`src/sv/ipv4e_pkg.sv`:
```
`timescale 1ns / 1ps

package ipv4e_pkg;

	typedef enum logic [2:0] {
		CMD_REWIND      = 3'd0,
		CMD_NEXT        = 3'd1,
		CMD_RETURN_LAST = 3'd2,
		CMD_SKIP        = 3'd3,
		CMD_LOAD        = 3'd4
	} command_t;

	typedef enum logic [1:0] {
		STAT_OK    = 2'd0,
		STAT_EMPTY = 2'd1,
		STAT_ERROR = 2'd2
	} status_t;

	typedef enum logic [2:0] {
		CFG_MODE          = 3'd0,
		CFG_START_ADDRESS = 3'd1,
		CFG_END_ADDRESS   = 3'd2,
		CFG_LAST_FIRST    = 3'd3,
		CFG_LAST_SECOND   = 3'd4,
		CFG_LAST_THIRD    = 3'd5,
		CFG_LAST_FOURTH   = 3'd6
	} cfg_index_t;

	typedef enum logic [1:0] {
		ST_IDLE,
		ST_FETCH,
		ST_MUL,
		ST_EXEC
	} state_t;

	localparam int unsigned NUM_OCTETS = 4;
	localparam logic [1:0] LAST_OCTET = 2'd3;

	// controller -> datapath
	typedef struct packed {
		logic       latch;
		logic       mul_init;
		logic       mul_step;
		logic [1:0] step;
		logic       exec;
	} ctrl_cmd_t;

	// datapath -> controller
	typedef struct packed {
		logic need_mul;
	} dp_status_t;

endpackage

```
`src/sv/ipv4e_ctrl.sv`:
```
`timescale 1ns / 1ps

module ipv4e_ctrl (
	input  logic                  clk,
	input  logic                  arst_n,
	input  logic                  start,
	output logic                  busy,
	output logic                  done,
	input  ipv4e_pkg::dp_status_t dp_stat,
	output ipv4e_pkg::ctrl_cmd_t  ctrl
);

	ipv4e_pkg::state_t state_q;
	ipv4e_pkg::state_t state_nxt;
	logic [1:0] step_q;
	logic       done_q;

	always_ff @(posedge clk or negedge arst_n) begin
		if (!arst_n) begin
			state_q <= ipv4e_pkg::ST_IDLE;
			step_q  <= 2'd0;
			done_q  <= 1'b0;
		end else begin
			state_q <= state_nxt;
			done_q  <= ctrl.exec;
			if (ctrl.mul_init) begin
				step_q <= 2'd0;
			end else if (ctrl.mul_step) begin
				step_q <= step_q + 2'd1;
			end
		end
	end

	always_comb begin
		state_nxt     = state_q;
		ctrl          = '0;
		ctrl.step     = step_q;
		case (state_q)
			ipv4e_pkg::ST_IDLE: begin
				if (start) begin
					ctrl.latch = 1'b1;
					state_nxt  = ipv4e_pkg::ST_FETCH;
				end
			end
			ipv4e_pkg::ST_FETCH: begin
				// list banks read at the current positions this cycle
				ctrl.mul_init = 1'b1;
				state_nxt = dp_stat.need_mul ? ipv4e_pkg::ST_MUL : ipv4e_pkg::ST_EXEC;
			end
			ipv4e_pkg::ST_MUL: begin
				ctrl.mul_step = 1'b1;
				if (step_q == ipv4e_pkg::LAST_OCTET) begin
					state_nxt = ipv4e_pkg::ST_EXEC;
				end
			end
			ipv4e_pkg::ST_EXEC: begin
				ctrl.exec = 1'b1;
				state_nxt = ipv4e_pkg::ST_IDLE;
			end
			default: begin
				state_nxt = ipv4e_pkg::ST_IDLE;
			end
		endcase
	end

	assign busy = (state_q != ipv4e_pkg::ST_IDLE);
	assign done = done_q;

	a_done_after_exec: assert property (@(posedge clk) disable iff (!arst_n)
		done_q |-> $past(state_q == ipv4e_pkg::ST_EXEC))
		else $error("result strobe without an execute cycle");

	a_accept_fetch: assert property (@(posedge clk) disable iff (!arst_n)
		(start && !busy) |=> (state_q == ipv4e_pkg::ST_FETCH))
		else $error("accepted beat did not reach fetch");

	a_mul_bounded: assert property (@(posedge clk) disable iff (!arst_n)
		(state_q == ipv4e_pkg::ST_MUL && step_q == ipv4e_pkg::LAST_OCTET)
		|=> (state_q == ipv4e_pkg::ST_EXEC))
		else $error("multiply sequence overran four factors");

	a_step_cleared: assert property (@(posedge clk) disable iff (!arst_n)
		(state_q == ipv4e_pkg::ST_FETCH) |=> (step_q == 2'd0))
		else $error("factor counter not cleared");

endmodule

```
`config.mk`:
```
export PLATFORM = sky130hd
export DESIGN_NAME = ipv4e_ctrl
export DESIGN_NICKNAME = d
export VERILOG_FILES = /design/src/sv/ipv4e_pkg.sv /design/src/sv/ipv4e_ctrl.sv
export SDC_FILE = /design/constraint.sdc
export NUM_CORES = 1
export LEC_CHECK = 0
export ABC_AREA = 1
export BUFFER_PORTS_ARGS = -buffer_cell sky130_fd_sc_hd__buf_2
export CAP_MARGIN = 10
export CORE_AREA = 2 2 39 41
export CTS_CLUSTER_SIZE = 8
export DETAILED_ROUTE_END_ITERATION = 7
export DIE_AREA = 0 0 41 43
export GPL_TIMING_DRIVEN = 0
export PLACE_DENSITY = 0.44
export REMOVE_ABC_BUFFERS = 1
export SKIP_CTS_REPAIR_TIMING = 1
export SYNTH_ARGS = -nofsm -noshare
export SYNTH_HDL_FRONTEND = slang
export SYNTH_SLANG_ARGS = --single-unit
```
`constraint.sdc`:
```
create_clock -name clk -period 2.32 [get_ports clk]
set_input_delay 0.232 -clock clk [delete_from_list [all_inputs] [get_ports clk]]
set_output_delay 0.232 -clock clk [all_outputs]
set_load 0.02 [all_outputs]
```
==> results.json, run 1 <==
{
  "status": "completed",
  "hold_viol_final": 0,
  "worst_hold_slack_ns": 0.338,
  "pwr-share-comb_pct": 60.1,
  "p_int_w": 0.000351,
  "grt_pass1_vias": 238,
  "fp.dieW_microns": 41,
  "grt_usage_pct": 8.49,
  "p_clk_share_pct": 14.4,
  "dieArea_sq_um": 1760,
  "utilization_pct": 31.5,
  "cap_violations": 0,
  "clk_pin_slew_worst_paths_ns": 0.04,
  "r2r_setup_slack_ns": 1.13,
  "drc": 0,
  "grt_max_degree": 6,
  "drt-wirelength-per-cell_microns": 8.10,
  "port_buffers": 11,
  "avgSynthCellArea_sq_um": 8.31,
  "drive_gt1_share_pct": 30.9,
  "netSwitchingFraction_pct": 48.5,
  "drt_iter0_drc": 2,
  "fin_nets": 66,
  "yosys.area.top_type": "dfrtp_1",
  "leakagePower_nw": 0.269,
  "p_seq_share_pct": 25.4,
  "dp.final_hpwl_microns": 462,
  "syn_area_sq_um": 324,
  "critical_path_class": "reg2out",
  "cts_root_buf": "clkbuf_4",
  "vias_per_cell": 3.70,
  "p_sw_w": 0.000331,
  "r2r-end": "step_q[0]",
  "crit_family": "flip-flops",
  "cp_slowest_cell": "dfrtp_1",
  "maxSlewHeadroom_pct": 87.7,
  "synth_cell_types": 9,
  "rsz0062_at_grt": "no",
  "fin_crit_sh_pct": 63.9,
  "ys_top_cells_by_area": "dfrtp_1, ha_1, inv_1",
  "grt_pass1_wl_microns": 945,
  "grt_overflow": 0,
  "final-setup-viol-count": 0,
  "boundaryPins": 12,
  "maxSlewViolCount": 0,
  "fin_crit_ns": 1.48,
  "path_cells": "inv_1, ha_1, nand2_1, inv_1, buf_2",
  "clock_skew_ns": 0.00289,
  "fin_cells": 71,
  "clock_path_buffers": 2,
  "cp.buffers_inverters": 3,
  "drt_pass1_iterations": 5,
  "routabilityCongestion": 0.659,
  "final_cell_mix": "buf_2, inv_1, nand2_1",
  "final_common_cell": "buf_2",
  "critPathCaptureType": "primary output",
  "ir_drop_uv": 602,
  "numCtsBuffers": 3,
  "antenna_cells": 0,
  "yosys.area.top_type_share_pct": 38.6,
  "antenna_left": 0,
  "drt_wl_total_microns": 575,
  "worstSkewPairLatency_ns": 0.24,
  "rr_worst_depth": 4,
  "cts_max_level": 1,
  "tns_ns": 0,
  "reg2reg_from": "state_q[0]",
  "layout_setup_ws_ns": 0.837,
  "worstMarginPinSlew_ns": 0.182,
  "cp_data_required_time_ns": 2.09,
  "hp-class": "in2async",
  "worstPathArrival_ns": 1.25,
  "yosysSeqAreaShare_pct": 38.6,
  "core_area_sq_um": 1380,
  "cpPeakStageDelay_ns": 0.40,
  "syn_inst": 39,
  "clock.fmax_mhz": 674,
  "power_density_nw_per_um2": 1570,
  "antenna_found_initial": 0,
  "cp-start-kind": "register",
  "cts_sinks": 5,
  "place_inst": 66,
  "cts_tree": "built",
  "ys_warn_count": 0,
  "vias": 263,
  "die_h_microns": 43,
  "areaGrowthSynthToFinish_pct": 34.4,
  "pre_cts_ws_ns": 1.08,
  "cp_common_cell": "inv_1",
  "synth-seq-cells": 5,
  "crit_fanout": 4,
  "start_util_pct": 23.4,
  "num_rows": 14
}
registers in the layout, summed over array words and instances, names as in the netlist:
signal,flops
step_q,2
done,1
state_q,2
cell type report:
class	count	area [sq um]
Clock buffer	4	26.3
Fill cell	157	948
Inverter	10	37.5
Multi-Input combinational cell	24	161
Sequential cell	5	125
Tap cell	16	20.0
Timing Repair Buffer	12	65.1
per-layer routing:
layer | track usage [%] | up-vias | routed length [microns]
li1 | - | 149 | -
met1 | 10.9 | 104 | 281
met2 | 10.3 | 10 | 243
met3 | 1.57 | 0 | 50
met4 | 10.0 | 0 | 0
met5 | 0 | - | 0
synthesized netlist by cell type:
master / n
nand2_2: 2
inv_1: 10
a21oi_1: 2
o21ai_0: 1
nand3_1: 3
dfrtp_1: 5
ha_1: 6
nand3_2: 1
nand2_1: 9
cell families (layout without fill, tap and decap cells):
kind of cell | Yosys count | in the layout | synth area share [%]
flops | 5 | 5 | 38.6
buf+inv | 10 | 26 | 11.6
simple gates | 15 | 15 | 22.0
compound gates | 3 | 3 | 4.63
fa+ha+maj | 6 | 6 | 23.2
worst max path at each step:
stage          cells after the start         to        from
2_1_floorplan                      5  step_q[0]  state_q[1]
3_3_place_gp                       5    ctrl[5]  state_q[0]
3_5_place_dp                       5    ctrl[5]  state_q[0]
4_1_cts                            5    ctrl[5]  state_q[0]
5_1_grt                            5    ctrl[5]  state_q[0]
6_report                           5    ctrl[5]  state_q[0]
power by group through the flow:
| stage | registers, W | logic, W | clock network, W |
|---|---|---|---|
| after floorplan | 0.000199 | 0.000284 | 0 |
| after global placement | 0.000174 | 0.000418 | 0 |
| after detailed placement | 0.000176 | 0.000419 | 0 |
| after CTS | 0.000174 | 0.000421 | 0.000103 |
| after global routing | 0.000182 | 0.000477 | 0.000112 |
| final | 0.000174 | 0.000411 | 0.0000986 |
through the flow:
stage,area [sq um],total power [W]
floorplan,324,0.000483
global placement,399,0.000592
detailed placement,399,0.000594
CTS,425,0.000698
global route,435,0.000771
finish,435,0.000683
Power figures use the tool's default switching activity.
==> run 2: changes to the inputs <==
Settings changed: PLACE_DENSITY 0.44 to 0.46.
Clock period 2.32 ns to 1.3 ns, I/O delays scaled along.
==> run 2 against run 1 <==
  * Non-clock buffer count is 3 higher
  * Sequential share of layout area down 3.3 points
  * Via count up 4.2%
  * Clock skew is essentially flat
  * Count of clock-buffer cells in the layout did not move
  * Flip-flop and latch count stayed put
  * Combinational power up 130%
  * First-iteration DRC count rose by 50%
  * Hold slack got worse by 0.11 ns
  * Sequential power is 85% higher
  * Setup slack worse by 0.80 ns
  * Design area increased by 14%
  * Largest cell class unchanged
  * Highest routed layer unchanged
==> results.json, run 2 (same netlist as run 1, synthesis figures left out) <==
{
  "status": "completed",
  "cp_data_required_time_ns": 1.17,
  "ir_drop_uv": 1050,
  "worstSkewPairLatency_ns": 0.24,
  "worstPathArrival_ns": 1.13,
  "port_buffers": 11,
  "r2r-end": "state_q[0]",
  "cts_root_buf": "clkbuf_4",
  "die_h_microns": 43,
  "drt_wl_total_microns": 583,
  "grt_usage_pct": 8.06,
  "grt_pass1_wl_microns": 910,
  "fin_crit_sh_pct": 96.8,
  "place_inst": 66,
  "areaGrowthSynthToFinish_pct": 53.3,
  "drc": 0,
  "dieArea_sq_um": 1760,
  "antenna_cells": 0,
  "core_area_sq_um": 1380,
  "maxSlewHeadroom_pct": 90.5,
  "drt_pass1_iterations": 4,
  "hp-class": "in2async",
  "crit_fanout": 5,
  "final-setup-viol-count": 0,
  "cts_sinks": 5,
  "utilization_pct": 35.9,
  "fin_crit_ns": 1.26,
  "vias": 274,
  "antenna_left": 0,
  "cp-start-kind": "register",
  "clk_pin_slew_worst_paths_ns": 0.04,
  "num_rows": 14,
  "fp.dieW_microns": 41,
  "drive_gt1_share_pct": 46.6,
  "grt_max_degree": 6,
  "r2r_setup_slack_ns": 0.20,
  "fin_nets": 69,
  "start_util_pct": 23.4,
  "vias_per_cell": 3.70,
  "power_density_nw_per_um2": 2870,
  "reg2reg_from": "state_q[0]",
  "cap_violations": 0,
  "rr_worst_depth": 7,
  "antenna_found_initial": 0,
  "hold_viol_final": 0,
  "drt-wirelength-per-cell_microns": 7.88,
  "grt_overflow": 0,
  "maxSlewViolCount": 0,
  "critical_path_class": "reg2out",
  "fin_cells": 74,
  "cts_tree": "built",
  "rsz0062_at_grt": "no",
  "cts_max_level": 1,
  "grt_pass1_vias": 223,
  "dp.final_hpwl_microns": 446,
  "clock_skew_ns": 0.00321,
  "critPathCaptureType": "primary output",
  "clock.fmax_mhz": 794,
  "routabilityCongestion": 0.649,
  "drt_iter0_drc": 3,
  "leakagePower_nw": 0.281,
  "worstMarginPinSlew_ns": 0.140,
  "boundaryPins": 12,
  "final_cell_mix": "nand2_1, inv_1, buf_2",
  "clock_path_buffers": 2,
  "numCtsBuffers": 3,
  "final_common_cell": "nand2_1",
  "worst_hold_slack_ns": 0.233
}
run 2: power breakdown:
part	internal (W)	switching (W)
combinational	0.000429	0.000505
clock	0.000116	0.0000576
sequential	0.000244	0.0000780
run 2: stage by stage:
stage | total power (W) | TNS [ns] | instance area, sq um | setup WS, ns
6_report | 0.00143 | 0 | 497 | 0.0411
5_1_grt | 0.00158 | 0 | 497 | 0.00183
4_1_cts | 0.00124 | -0.131 | 425 | -0.0937
3_5_place_dp | 0.00105 | 0 | 399 | 0.118
3_3_place_gp | 0.00105 | 0 | 399 | 0.113
2_1_floorplan | 0.000862 | 0 | 324 | 0.139
run 2: final cells by class:
cell class,count,area (sq um)
sequential,5,126
timing repair buffer,15,105
inverter,10,40.0
tap,16,20.0
clock buffer,4,26.3
fill,149,887
multi-input combinational,24,179
run 2: critical path, stage by stage, from the launching register on:
cell     delay, ns
dfrtp_2       0.44
buf_4         0.15
ha_2          0.17
buf_6         0.13
run 2: layer usage:
metal | global-route usage (%) | part of all wire [%] | vias up
met5 | 0 | 0 | -
met4 | 6.00 | 0 | 0
met3 | 3.14 | 6.5 | 0
met2 | 10.3 | 46 | 8
met1 | 10.4 | 48 | 110
li1 | - | - | 156
run 2: how the worst max path moves through the flow:
stage,startpoint,to,slack [ns],cells after the start
2_1_floorplan,state_q[1],step_q[0],0.14,5
3_3_place_gp,state_q[1],step_q[0],0.11,4
3_5_place_dp,state_q[1],step_q[0],0.12,4
4_1_cts,state_q[0],ctrl[5],-0.09,5
6_report,state_q[1],ctrl[0],0.04,3
5_1_grt,state_q[0],ctrl[5],0.002,5
==> run 3: changes to the inputs <==
Settings changed: BUFFER_PORTS_ARGS -buffer_cell sky130_fd_sc_hd__buf_2 to unset, CTS_CLUSTER_SIZE 8 to 16, DONT_BUFFER_PORTS set to 1, PLACE_DENSITY 0.46 to 0.38.
==> run 3 against run 2 <==
  * Total power shrank 13%
  * Setup slack better by 0.0093 ns
  * Largest cell class unchanged
  * Hold slack lost 0.086 ns
  * Largest power group unchanged
==> results.json, run 3 (same netlist as run 1, synthesis figures left out) <==
{
  "cp_slowest_cell": "dfrtp_1",
  "clock.fmax_mhz": 800,
  "critPathCaptureType": "register",
  "crit_family": "flip-flops",
  "numCtsBuffers": 3,
  "grt_usage_pct": 7.85,
  "tns_ns": 0,
  "antenna_left": 0,
  "p_int_w": 0.000646,
  "grt_pass1_vias": 206,
  "core_area_sq_um": 1380,
  "antenna_found_initial": 0,
  "cts_root_buf": "clkbuf_4",
  "fillers": 163,
  "cts_tree": "built",
  "status": "completed",
  "rsz0062_at_grt": "yes",
  "p_sw_w": 0.000595,
  "cpPeakStageDelay_ns": 0.43,
  "leakagePower_nw": 0.227,
  "die_h_microns": 43,
  "cts_sinks": 5,
  "vias": 249,
  "critical_path_class": "reg2reg",
  "fin_crit_ns": 1.25,
  "cp_data_required_time_ns": 1.43,
  "boundaryPins": 12,
  "worstSkewPairLatency_ns": 0.24,
  "fin_crit_sh_pct": 96.1,
  "power_density_nw_per_um2": 3030,
  "drt_wl_total_microns": 567,
  "routabilityCongestion": 0.682,
  "drc": 0,
  "port_buffers": 0,
  "fin_nets": 57,
  "p_clk_share_pct": 14.4,
  "worstMarginPinSlew_ns": 0.278,
  "crit_fanout": 4,
  "grt_overflow": 0,
  "dp.final_hpwl_microns": 478,
  "final_cell_mix": "nand2_1, inv_1, dfrtp_1",
  "grt_pass1_wl_microns": 821,
  "clock_path_buffers": 2,
  "pwr-share-comb_pct": 55.6,
  "final_common_cell": "nand2_1",
  "worstPathArrival_ns": 1.38,
  "grt_max_degree": 6,
  "ir_drop_uv": 1220,
  "hp-class": "in2reg",
  "final-setup-viol-count": 0,
  "cp.buffers_inverters": 1,
  "drive_gt1_share_pct": 26.1,
  "path_cells": "inv_2, ha_1, nand2_2, nand3_1, nand2_1",
  "drt_iter0_drc": 0,
  "vias_per_cell": 4.02,
  "hold_viol_final": 0,
  "num_rows": 14,
  "fp.dieW_microns": 41,
  "p_seq_share_pct": 30.0,
  "antenna_cells": 0,
  "areaGrowthSynthToFinish_pct": 26.6,
  "maxSlewViolCount": 0,
  "cts_max_level": 1,
  "drt_pass1_iterations": 1,
  "dieArea_sq_um": 1760,
  "cap_violations": 0,
  "clock_skew_ns": 0.00796,
  "drt-wirelength-per-cell_microns": 9.15,
  "start_util_pct": 23.4,
  "maxSlewHeadroom_pct": 81.5,
  "utilization_pct": 29.7,
  "r2r_setup_slack_ns": 0.05,
  "netSwitchingFraction_pct": 47.9,
  "clk_pin_slew_worst_paths_ns": 0.05,
  "cp-start-kind": "register"
}
run 3: final timing paths:
kind / cells after the start / from / endpoint
hold reg to reg: 2 / state_q[0] / state_q[0]
max in group asynchronous: 1 / arst_n / step_q[1]
setup / recovery: 5 / state_q[0] / state_q[0]
min in group asynchronous: 1 / arst_n / done
hold / removal: 5 / dp_stat / state_q[0]
setup reg to reg: 5 / state_q[0] / state_q[0]
run 3: layout make-up:
class | count | area [sq um] | share of cell area [%]
multi-input combinational | 24 | 176 | 43.0
tap | 16 | 20.0 | 4.88
timing repair buffer | 3 | 25.0 | 6.10
sequential | 5 | 125 | 30.5
inverter | 10 | 37.5 | 9.15
clock buffer | 4 | 26.3 | 6.40
run 3: power by group through the flow:
stage                     Combinational [W]  Clock (W)  Sequential, W
after floorplan                    0.000507          0       0.000355
after global placement             0.000576          0       0.000377
after detailed placement           0.000592          0       0.000378
after CTS                          0.000593   0.000184       0.000376
after global routing               0.000780   0.000197       0.000385
final                              0.000690   0.000178       0.000373
run 3: layer usage:
layer  global-route usage (%)  part of all wire (%)
met1                     7.47                    41
met2                     10.3                    48
met3                     8.38                    11
met4                     4.00                     0
met5                        0                     0
run 3: per-stage QoR:
stage	area, sq um	hold slack (ns)	setup slack [ns]	total power [W]	std cells
final	410	0.148	0.0504	0.00124	62
after global routing	410	0.162	-0.0188	0.00136	62
after CTS	370	-0.427	-0.0908	0.00115	59
after detailed placement	344	-0.165	0.0178	0.000970	55
after global placement	344	-0.165	0.0239	0.000953	55
after floorplan	324	-0.166	0.139	0.000862	39
run 3: worst register-to-register path: stages, from the launching register on:
cell,delay [ns]
dfrtp_1,0.43
inv_2,0.12
ha_1,0.32
nand2_2,0.13
nand3_1,0.09
nand2_1,0.05
